[src/design/cfp_pkg.sv]
`timescale 1ns / 1ps

package cfp_pkg;

    localparam int VALUE_BYTES_DEF = 2;
    localparam logic [7:0] FRAME_LENGTH_RESET = 8'd9;
    localparam logic [7:0] MIN_FRAME_LENGTH = 8'd5;

    // frame delimiters
    localparam logic [7:0] CHAR_LPAREN = 8'h28;
    localparam logic [7:0] CHAR_LBRACE = 8'h7B;
    localparam logic [7:0] CHAR_RPAREN = 8'h29;
    localparam logic [7:0] CHAR_RBRACE = 8'h7D;
    localparam logic [7:0] CHAR_COLON  = 8'h3A;

    // command letters
    localparam logic [7:0] CHAR_S = 8'h53;
    localparam logic [7:0] CHAR_T = 8'h54;
    localparam logic [7:0] CHAR_P = 8'h50;
    localparam logic [7:0] CHAR_I = 8'h49;
    localparam logic [7:0] CHAR_D = 8'h44;
    localparam logic [7:0] CHAR_R = 8'h52;
    localparam logic [7:0] CHAR_B = 8'h42;
    localparam logic [7:0] CHAR_L = 8'h4C;

    // command codes
    localparam logic [3:0] CMD_IDLE     = 4'd0;
    localparam logic [3:0] CMD_SET_FREQ = 4'd1;
    localparam logic [3:0] CMD_SET_TEMP = 4'd2;
    localparam logic [3:0] CMD_P        = 4'd3;
    localparam logic [3:0] CMD_I        = 4'd4;
    localparam logic [3:0] CMD_D        = 4'd5;
    localparam logic [3:0] CMD_PID      = 4'd6;
    localparam logic [3:0] CMD_BED_HEAT = 4'd7;
    localparam logic [3:0] CMD_LOCK     = 4'd8;

    typedef enum logic [1:0] {
        PH_WAIT    = 2'd0,
        PH_COLLECT = 2'd1,
        PH_DONE    = 2'd2
    } phase_t;

    typedef struct packed {
        logic        status;
        logic [3:0]  command;
        logic [15:0] value_word;
        logic [7:0]  value_count;
    } result_t;

endpackage

[src/design/cfp_byte_if.sv]
`timescale 1ns / 1ps

interface cfp_byte_if;
    logic       valid;
    logic       ready;
    logic [7:0] rx_byte;
    logic       frame_start;

    modport source (output valid, output rx_byte, output frame_start, input ready);
    modport sink   (input valid, input rx_byte, input frame_start, output ready);
endinterface

[src/design/cfp_result_if.sv]
`timescale 1ns / 1ps

interface cfp_result_if;
    logic        valid;
    logic        ready;
    logic        status;
    logic [3:0]  command;
    logic [15:0] value_word;
    logic [7:0]  value_count;

    modport source (output valid, output status, output command, output value_word,
                    output value_count, input ready);
    modport sink   (input valid, input status, input command, input value_word,
                    input value_count, output ready);
endinterface

[src/design/cfp_frame_core.sv]
`timescale 1ns / 1ps

module cfp_frame_core
    import cfp_pkg::*;
#(
    parameter int VALUE_BYTES = VALUE_BYTES_DEF
)
(
    input  logic       clk,
    input  logic       rst_n,
    input  logic       accept,
    input  logic [7:0] rx_byte,
    input  logic       frame_start,
    input  logic [7:0] frame_length,
    output logic       res_fire,
    output result_t    res
);

    localparam int IDX_W = (VALUE_BYTES > 1) ? $clog2(VALUE_BYTES) : 1;
    localparam logic [7:0] VB_LIMIT = 8'(VALUE_BYTES);

    function automatic logic [3:0] letter_code(input logic [7:0] b, input logic [3:0] keep);
        logic [3:0] code;
        case (b)
            CHAR_S:  code = CMD_SET_FREQ;
            CHAR_T:  code = CMD_SET_TEMP;
            CHAR_P:  code = CMD_P;
            CHAR_I:  code = CMD_I;
            CHAR_D:  code = CMD_D;
            CHAR_R:  code = CMD_PID;
            CHAR_B:  code = CMD_BED_HEAT;
            CHAR_L:  code = CMD_LOCK;
            default: code = keep;
        endcase
        return code;
    endfunction

    logic [7:0] pos_reg, pos_next;
    logic       ok_reg, ok_next;
    phase_t     phase_reg, phase_next;
    logic [7:0] cnt_reg, cnt_next;
    logic [3:0] pcmd_reg, pcmd_next;
    logic [3:0] scmd_reg, scmd_next;
    logic [7:0] pval_reg [VALUE_BYTES];
    logic [7:0] pval_next [VALUE_BYTES];
    logic [7:0] sval_reg [VALUE_BYTES];
    logic [7:0] sval_next [VALUE_BYTES];

    logic [7:0] pos;
    logic       first;
    logic       len_ok;
    logic       bad;
    logic       last;
    logic       pass;
    logic [7:0] out_val [VALUE_BYTES];
    logic [7:0] word_lo;

    always_comb
    begin
        pos    = frame_start ? 8'd0 : pos_reg;
        first  = (pos == 8'd0);
        len_ok = (frame_length >= MIN_FRAME_LENGTH);
        last   = (frame_length != 8'd0) && (pos == frame_length - 8'd1);

        bad = (first && rx_byte != CHAR_LPAREN)
            | (pos == 8'd1 && rx_byte != CHAR_LBRACE)
            | (pos == 8'd2 && (!len_ok || rx_byte != frame_length - 8'd5))
            | (frame_length >= 8'd2 && pos == frame_length - 8'd2 && rx_byte != CHAR_RBRACE)
            | (last && rx_byte != CHAR_RPAREN);

        // per-frame state restarts at position zero
        ok_next    = (first ? 1'b1 : ok_reg) && !bad;
        phase_next = first ? PH_WAIT : phase_reg;
        cnt_next   = first ? 8'd0 : cnt_reg;
        pcmd_next  = first ? scmd_reg : pcmd_reg;
        for (int k = 0; k < VALUE_BYTES; k++)
        begin
            pval_next[k] = first ? sval_reg[k] : pval_reg[k];
        end

        if (pos == 8'd3)
        begin
            pcmd_next = letter_code(rx_byte, pcmd_next);
        end

        if (pos >= 8'd3)
        begin
            case (phase_next)
                PH_WAIT:
                begin
                    if (rx_byte == CHAR_COLON)
                    begin
                        phase_next = PH_COLLECT;
                    end
                end
                PH_COLLECT:
                begin
                    if (rx_byte == CHAR_RBRACE)
                    begin
                        phase_next = PH_DONE;
                    end
                    else
                    begin
                        if (cnt_next < VB_LIMIT)
                        begin
                            pval_next[cnt_next[IDX_W-1:0]] = rx_byte;
                        end
                        if (cnt_next != 8'd255)
                        begin
                            cnt_next = cnt_next + 8'd1;
                        end
                    end
                end
                default:
                begin
                    phase_next = phase_next;
                end
            endcase
        end

        pass     = ok_next && len_ok;
        pos_next = last ? 8'd0 : pos + 8'd1;

        scmd_next = scmd_reg;
        for (int k = 0; k < VALUE_BYTES; k++)
        begin
            sval_next[k] = sval_reg[k];
        end
        if (last && pass)
        begin
            scmd_next = pcmd_next;
            for (int k = 0; k < VALUE_BYTES; k++)
            begin
                sval_next[k] = pval_next[k];
            end
        end

        for (int k = 0; k < VALUE_BYTES; k++)
        begin
            out_val[k] = sval_next[k];
        end
    end

    generate
        if (VALUE_BYTES > 1)
        begin : g_two_bytes
            assign word_lo = out_val[1];
        end
        else
        begin : g_one_byte
            assign word_lo = 8'd0;
        end
    endgenerate

    assign res_fire        = accept && last;
    assign res.status      = !pass;
    assign res.command     = scmd_next;
    assign res.value_word  = {out_val[0], word_lo};
    assign res.value_count = cnt_next;

    always_ff @(posedge clk or negedge rst_n)
    begin
        if (!rst_n)
        begin
            pos_reg   <= 8'd0;
            ok_reg    <= 1'b1;
            phase_reg <= PH_WAIT;
            cnt_reg   <= 8'd0;
            pcmd_reg  <= CMD_IDLE;
            scmd_reg  <= CMD_IDLE;
            for (int k = 0; k < VALUE_BYTES; k++)
            begin
                pval_reg[k] <= 8'd0;
                sval_reg[k] <= 8'd0;
            end
        end
        else if (accept)
        begin
            pos_reg   <= pos_next;
            ok_reg    <= ok_next;
            phase_reg <= phase_next;
            cnt_reg   <= cnt_next;
            pcmd_reg  <= pcmd_next;
            scmd_reg  <= scmd_next;
            for (int k = 0; k < VALUE_BYTES; k++)
            begin
                pval_reg[k] <= pval_next[k];
                sval_reg[k] <= sval_next[k];
            end
        end
    end

endmodule

[src/design/command_frame_parser_unit.sv]
`timescale 1ns / 1ps
// channel       dir  payload                                        handshake
// byte_chan     in   rx_byte[7:0], frame_start                      valid/ready
// result_chan   out  status, command[3:0], value_word[15:0],        valid/ready
//                    value_count[7:0]
// cfg           in   cfg_wdata[7:0] = frame_length                  cfg_we
//
// one byte item per cycle while byte_chan.ready is high; the frame state is
// updated at the accepting edge and a frame's result is registered at its last byte
// rst_n is asynchronous, active low: position 0, command idle, values 0,
// frame_length 9
// a two-entry output stage (result register plus skid register) lets bytes
// flow while a result waits; byte_chan.ready drops only when both hold items

module command_frame_parser_unit
    import cfp_pkg::*;
#(
    parameter int VALUE_BYTES = VALUE_BYTES_DEF
)
(
    input  logic       clk,
    input  logic       rst_n,
    cfp_byte_if.sink   byte_chan,
    cfp_result_if.source result_chan,
    input  logic       cfg_we,
    input  logic [7:0] cfg_wdata
);

    // configuration register
    logic [7:0] frame_length_reg;

    // output stage: main result register and skid register
    logic    out_valid_reg, out_valid_next;
    result_t out_data_reg, out_data_next;
    logic    skid_valid_reg, skid_valid_next;
    result_t skid_data_reg, skid_data_next;

    logic    accept;
    logic    drain;
    logic    res_fire;
    result_t res;

    // ready is a register output: low only while the skid entry is taken
    assign byte_chan.ready = !skid_valid_reg;
    assign accept          = byte_chan.valid && byte_chan.ready;
    assign drain           = out_valid_reg && result_chan.ready;

    cfp_frame_core #(
        .VALUE_BYTES (VALUE_BYTES)
    ) u_core (
        .clk          (clk),
        .rst_n        (rst_n),
        .accept       (accept),
        .rx_byte      (byte_chan.rx_byte),
        .frame_start  (byte_chan.frame_start),
        .frame_length (frame_length_reg),
        .res_fire     (res_fire),
        .res          (res)
    );

    // user must write frame_length only while the block is idle; not enforced
    always_ff @(posedge clk or negedge rst_n)
    begin
        if (!rst_n)
        begin
            frame_length_reg <= FRAME_LENGTH_RESET;
        end
        else if (cfg_we)
        begin
            frame_length_reg <= cfg_wdata;
        end
    end

    // output stage steering
    always_comb
    begin
        out_valid_next  = out_valid_reg;
        out_data_next   = out_data_reg;
        skid_valid_next = skid_valid_reg;
        skid_data_next  = skid_data_reg;

        if (drain)
        begin
            if (skid_valid_reg)
            begin
                // skid moves up; no new result can arrive, ready was low
                out_data_next   = skid_data_reg;
                skid_valid_next = 1'b0;
            end
            else
            begin
                out_valid_next = res_fire;
                if (res_fire)
                begin
                    out_data_next = res;
                end
            end
        end
        else if (res_fire)
        begin
            if (out_valid_reg)
            begin
                // result register still waiting: park the new item
                skid_valid_next = 1'b1;
                skid_data_next  = res;
            end
            else
            begin
                out_valid_next = 1'b1;
                out_data_next  = res;
            end
        end
    end

    always_ff @(posedge clk or negedge rst_n)
    begin
        if (!rst_n)
        begin
            out_valid_reg  <= 1'b0;
            skid_valid_reg <= 1'b0;
        end
        else
        begin
            out_valid_reg  <= out_valid_next;
            skid_valid_reg <= skid_valid_next;
        end
    end

    // payload registers, no reset
    always_ff @(posedge clk)
    begin
        out_data_reg  <= out_data_next;
        skid_data_reg <= skid_data_next;
    end

    assign result_chan.valid       = out_valid_reg;
    assign result_chan.status      = out_data_reg.status;
    assign result_chan.command     = out_data_reg.command;
    assign result_chan.value_word  = out_data_reg.value_word;
    assign result_chan.value_count = out_data_reg.value_count;

endmodule

[src/flat_wrapper.sv]
// flat-port wrapper written by rule: the top's interface ports become plain ports
module command_frame_parser_unit_flat import cfp_pkg::*;
#(
    parameter int VALUE_BYTES = VALUE_BYTES_DEF
)
  (clk, rst_n, cfg_we, cfg_wdata, byte_chan_valid, byte_chan_rx_byte, byte_chan_frame_start, byte_chan_ready, result_chan_valid, result_chan_status, result_chan_command, result_chan_value_word, result_chan_value_count, result_chan_ready);
  cfp_byte_if byte_chan_i ();
  cfp_result_if result_chan_i ();
  input  logic clk;
  input  logic rst_n;
  input  logic cfg_we;
  input  logic [7:0] cfg_wdata;
  input wire logic [$bits(byte_chan_i.valid)-1:0] byte_chan_valid;
  input wire logic [$bits(byte_chan_i.rx_byte)-1:0] byte_chan_rx_byte;
  input wire logic [$bits(byte_chan_i.frame_start)-1:0] byte_chan_frame_start;
  output wire logic [$bits(byte_chan_i.ready)-1:0] byte_chan_ready;
  output wire logic [$bits(result_chan_i.valid)-1:0] result_chan_valid;
  output wire logic [$bits(result_chan_i.status)-1:0] result_chan_status;
  output wire logic [$bits(result_chan_i.command)-1:0] result_chan_command;
  output wire logic [$bits(result_chan_i.value_word)-1:0] result_chan_value_word;
  output wire logic [$bits(result_chan_i.value_count)-1:0] result_chan_value_count;
  input wire logic [$bits(result_chan_i.ready)-1:0] result_chan_ready;
  assign byte_chan_i.valid = byte_chan_valid;
  assign byte_chan_i.rx_byte = byte_chan_rx_byte;
  assign byte_chan_i.frame_start = byte_chan_frame_start;
  assign byte_chan_ready = byte_chan_i.ready;
  assign result_chan_valid = result_chan_i.valid;
  assign result_chan_status = result_chan_i.status;
  assign result_chan_command = result_chan_i.command;
  assign result_chan_value_word = result_chan_i.value_word;
  assign result_chan_value_count = result_chan_i.value_count;
  assign result_chan_i.ready = result_chan_ready;
  command_frame_parser_unit #(.VALUE_BYTES(VALUE_BYTES)) u_core (.clk(clk), .rst_n(rst_n), .byte_chan(byte_chan_i), .result_chan(result_chan_i), .cfg_we(cfg_we), .cfg_wdata(cfg_wdata));
endmodule
[config.mk]
export PLATFORM = sky130hd
export DESIGN_NAME = command_frame_parser_unit_flat
export DESIGN_NICKNAME = d
export VERILOG_FILES = /design/src/design/cfp_pkg.sv /design/src/design/cfp_byte_if.sv /design/src/design/cfp_result_if.sv /design/src/design/cfp_frame_core.sv /design/src/design/command_frame_parser_unit.sv /design/src/flat_wrapper.sv
export SDC_FILE = /design/constraint.sdc
export NUM_CORES = 1
export LEC_CHECK = 0
export ABC_AREA = 1
export BUFFER_PORTS_ARGS = -buffer_cell sky130_fd_sc_hd__buf_2
export CAP_MARGIN = 20
export CORE_ASPECT_RATIO = 1.2
export CORE_MARGIN = 2
export CORE_UTILIZATION = 65
export CTS_CLUSTER_SIZE = 20
export DETAILED_ROUTE_END_ITERATION = 16
export GPL_ROUTABILITY_DRIVEN = 0
export GPL_TIMING_DRIVEN = 1
export PLACE_DENSITY = 0.95
export SYNTH_ARGS = -nofsm -noshare
export SYNTH_HDL_FRONTEND = slang
export SYNTH_SLANG_ARGS = --single-unit
[constraint.sdc]
create_clock -name clk -period 5.6 [get_ports clk]
set_clock_uncertainty 0.05 [all_clocks]
set_input_delay 0.28 -clock clk [delete_from_list [all_inputs] [get_ports clk]]
set_output_delay 0.28 -clock clk [all_outputs]
set_load 0.05 [all_outputs]
==> results_tabular.tex <==
\begin{tabular}{lr}
\hline
Metric & Value \\
\hline
\multicolumn{2}{l}{\textbf{STA}} \\
\quad Hold Fails Final Rpt & 0 \\
\quad Worst Tran Pin Value & 964 ps \\
\quad Setup violators final & 0 \\
\quad Tmin final & 3960 ps \\
\quad Setup\_tns & 0 ps \\
\quad Unrepaired setup endpoints after global routing & no \\
\quad Highest clock rate & 0.252 GHz \\
\quad Headroom to the max-slew limit & 35.6\% \\
\quad Final slew viol count & 0 \\
\quad Share of the clock period used by the worst path after layout & 70.8\% \\
\multicolumn{2}{l}{\textbf{Routing}} \\
\quad Average wire per standard cell & 16.2 um \\
\quad Overall routed net length & 19.9 mm \\
\quad Number of nets with antenna violations after routing & 0 \\
\quad Via density & 5.96 \\
\quad Number of search-and-repair iterations in the first detailed-routing pass & 8 \\
\quad DRT iter0 DRCs & 821 \\
\quad Vias post-DR & 7321 \\
\quad DRC violation count after routing & 0 \\
\multicolumn{2}{l}{\textbf{Job}} \\
\quad Count of max-cap constraint violations & 0 \\
\multicolumn{2}{l}{\textbf{Clock tree}} \\
\quad Worst skew pair latency & 420 ps \\
\quad CTS root buffer & sky130\_fd\_sc\_hd\_\_clkbuf\_16 \\
\quad H-tree depth reported by CTS & 4 \\
\quad Hold bufs inserted after CTS & 0 \\
\quad Clk buf depth & 2 \\
\quad Resized Gates After CTS & 0 \\
\quad Post-CTS repair timing setup buffer count & 0 \\
\quad Number of CTS-inserted buffers & 17 \\
\quad TritonCTS clock tree & done \\
\quad Clk sinks & 127 \\
\quad Clock transition at the registers of the reported paths & 60 ps \\
\multicolumn{2}{l}{\textbf{Pwr}} \\
\quad Peak supply drop & 0.237 mV \\
\quad Ratio of total power to cell area & 340 mW/mm\^{}2 \\
\quad Leak Pwr & 0.00437 uW \\
\quad Tot Pwr & 2920 uW \\
\multicolumn{2}{l}{\textbf{Final layout}} \\
\quad Net count, final & 1091 \\
\quad Register cell area after layout & 0.00347 sq mm \\
\quad Number of antenna cells inserted & 0 \\
\quad Number of flip-flops in the largest register & 29 \\
\quad Fill cell count & 735 \\
\quad Layout Cells excl Fill & 1228 \\
\quad Commonest non-fill, non-tap cell in the layout & sky130\_fd\_sc\_hd\_\_nand2\_1 \\
\quad Multi-input logic area & 0.00357 sq mm \\
\quad Fraction of final layout cells sized beyond drive strength 1 & 14.4\% \\
\quad Leading cell types in the layout, fill and taps excluded & sky130\_fd\_sc\_hd\_\_nand2\_1, sky130\_fd\_sc\_hd\_\_inv\_1, sky130\_fd\_sc\_hd\_\_nand3\_1 \\
\quad Layout overhead on the synthesized area & 13.4\% \\
\multicolumn{2}{l}{\textbf{Floorplan}} \\
\quad Placeable core area & 0.0115 sq mm \\
\quad Die footprint & 0.0125 sq mm \\
\quad Io pins & 53 \\
\quad Count of standard-cell rows & 43 \\
\quad Die Width & 103 um \\
\quad Effective utilization at floorplan & 66.0\% \\
\quad Chip Height & 122 um \\
\multicolumn{2}{l}{\textbf{Place}} \\
\quad Input/output buffers & 52 \\
\quad Detailed Place HPWL & 12.4 mm \\
\quad Total instance count after detailed placement & 1196 \\
\multicolumn{2}{l}{\textbf{GRT}} \\
\quad Initial antenna violation count & 0 \\
\quad Global routing usage summed across all routing layers & 33.3\% \\
\quad Number of global-route vias before repair & 6943 \\
\quad First-pass GRT wire length & 32.4 mm \\
\quad Maximum number of pins on one net before global-route repair & 70 \\
\quad GRT Residual Overflow & 0 \\
\multicolumn{2}{l}{\textbf{Setup path}} \\
\quad Top fanout value on the critical path & 21 \\
\quad Data arrival at the endpoint of the critical path & 4090 ps \\
\quad Critical path launch point type & flop \\
\quad Crit. End Element & flop \\
\quad Worst endpoint required time & 5730 ps \\
\quad Classification of the worst setup path & flop to flop \\
\quad Depth of the worst register-to-register path & 18 \\
\multicolumn{2}{l}{\textbf{Logic synthesis}} \\
\quad Syn Std Cell Area & 0.00757 sq mm \\
\quad Syn Nets & 1045 \\
\quad Synth Instances & 1012 \\
\quad Post-synth top flop & sky130\_fd\_sc\_hd\_\_dfrtp\_1 \\
\quad Area share of the largest cell type after synthesis & 23.0\% \\
\quad Number of unique standard cell types used by synthesis & 43 \\
\quad Async set-or-reset flop fraction in the synthesized netlist & 54.3\% \\
\quad Synth area leader & sky130\_fd\_sc\_hd\_\_edfxtp\_1 \\
\quad Sequential-to-total area share from yosys stat & 45.9\% \\
\quad Post-synth EDFFs & 58 \\
\quad Cell types with the largest area share after synthesis & sky130\_fd\_sc\_hd\_\_edfxtp\_1, sky130\_fd\_sc\_hd\_\_dfrtp\_1, sky130\_fd\_sc\_hd\_\_nand2\_1 \\
\quad Mean post-synth cell area & 7.48 sq um \\
\quad Seq cells post-synth & 127 \\
\quad Warnings from Yosys & 0 \\
\multicolumn{2}{l}{\textbf{Hold path}} \\
\quad Min-delay worst type & primary input to async pin \\
\multicolumn{2}{l}{\textbf{Status}} \\
\quad Result of the run & complete, no violations \\
\hline
\end{tabular}
-- layout make-up --
type | instances | share of cell area (%)
multi-input cells | 753 | 41.7
flip-flops and latches | 127 | 40.5
clock buffers | 19 | 5.16
inverters | 101 | 4.42
repair buffers | 58 | 3.56
clock inverters | 13 | 2.45
well taps | 157 | 2.29
-- path summary, 6_finish.rpt --
| check | slack [ps] | from | end |
|---|---|---|---|
| hold / removal | 10 | rst_n | u_core.frame_length_reg[6] |
| min in group clk | 20 | cfg_wdata[5] | u_core.frame_length_reg[5] |
| setup reg to reg | 1640 | u_core.frame_length_reg[0] | u_core.result_chan.value_word[9] |
| max in group asynchronous | 4890 | rst_n | u_core.u_core.cnt_reg[5] |
| hold reg to reg | 450 | u_core.u_core.ok_reg | u_core.u_core.ok_reg |
| setup / recovery | 1640 | u_core.frame_length_reg[0] | u_core.result_chan.value_word[9] |
-- metal layers --
layer | GRT usage [%] | up-vias | wire (um)
li1 | - | 3346 | -
met1 | 41.1 | 3321 | 7170
met4 | 18.8 | 0 | 1060
met5 | 0 | - | 0
met3 | 7.75 | 127 | 2170
met2 | 53.6 | 527 | 9510
-- synth_stat cells, drive strengths merged (2+ instances only) --
cell    count
nand4      15
a31oi      16
nor3        8
dfstp       3
dfrtp      66
a21oi       8
clkbuf     18
xnor2       6
or2        20
o21a        2
nand2     406
mux2i       2
o22ai       5
o21ai      47
nor2       96
ha         11
clkinv      2
xor2        8
buf        13
nand3      96
edfxtp     58
nand3b      2
inv        99
-- through the flow --
stage	hold slack [ps]	util (%)	setup slack, ps	cell area, sq um
floorplan	-65.6	-	2030	7570
finish	13.6	74.9	1640	8580
global placement	413	69.2	1940	7930
detailed placement	424	69.2	1730	7930
CTS	16.4	74.9	1710	8580
global route	33.0	74.9	1390	8580
-- critical path, stage by stage (launching register included) --
cell	delay [ps]
sky130_fd_sc_hd__dfstp_2	610
sky130_fd_sc_hd__inv_1	150
sky130_fd_sc_hd__ha_1	280
sky130_fd_sc_hd__inv_1	80
sky130_fd_sc_hd__nand2_1	110
sky130_fd_sc_hd__nand2_1	160
sky130_fd_sc_hd__nor2_2	90
sky130_fd_sc_hd__inv_2	130
sky130_fd_sc_hd__nand2_1	110
sky130_fd_sc_hd__nor2_1	90
sky130_fd_sc_hd__nand3_1	140
sky130_fd_sc_hd__nand2_1	140
sky130_fd_sc_hd__nand2_1	100
sky130_fd_sc_hd__nor2_4	180
sky130_fd_sc_hd__nand3_1	710
sky130_fd_sc_hd__nand2_1	330
sky130_fd_sc_hd__nand3_1	130
sky130_fd_sc_hd__nand2_1	100
sky130_fd_sc_hd__inv_1	40
-- logic make-up after synthesis --
group	after synthesis	share of synthesized area, %
and+or+nand+nor	644	37.3
buffers and inverters	132	6.98
DFF	127	45.9
AOI/OAI and AO/OA	82	6.10
xor gates and xnor gates	14	1.62
adders and majority gates	11	1.82
muxes	2	0.265
-- power breakdown --
part	total, uW	switching (uW)	internal (uW)
registers	1100	54.7	1050
clock network	1230	423	804
logic	588	419	169
(Power assumes the default switching activity.)
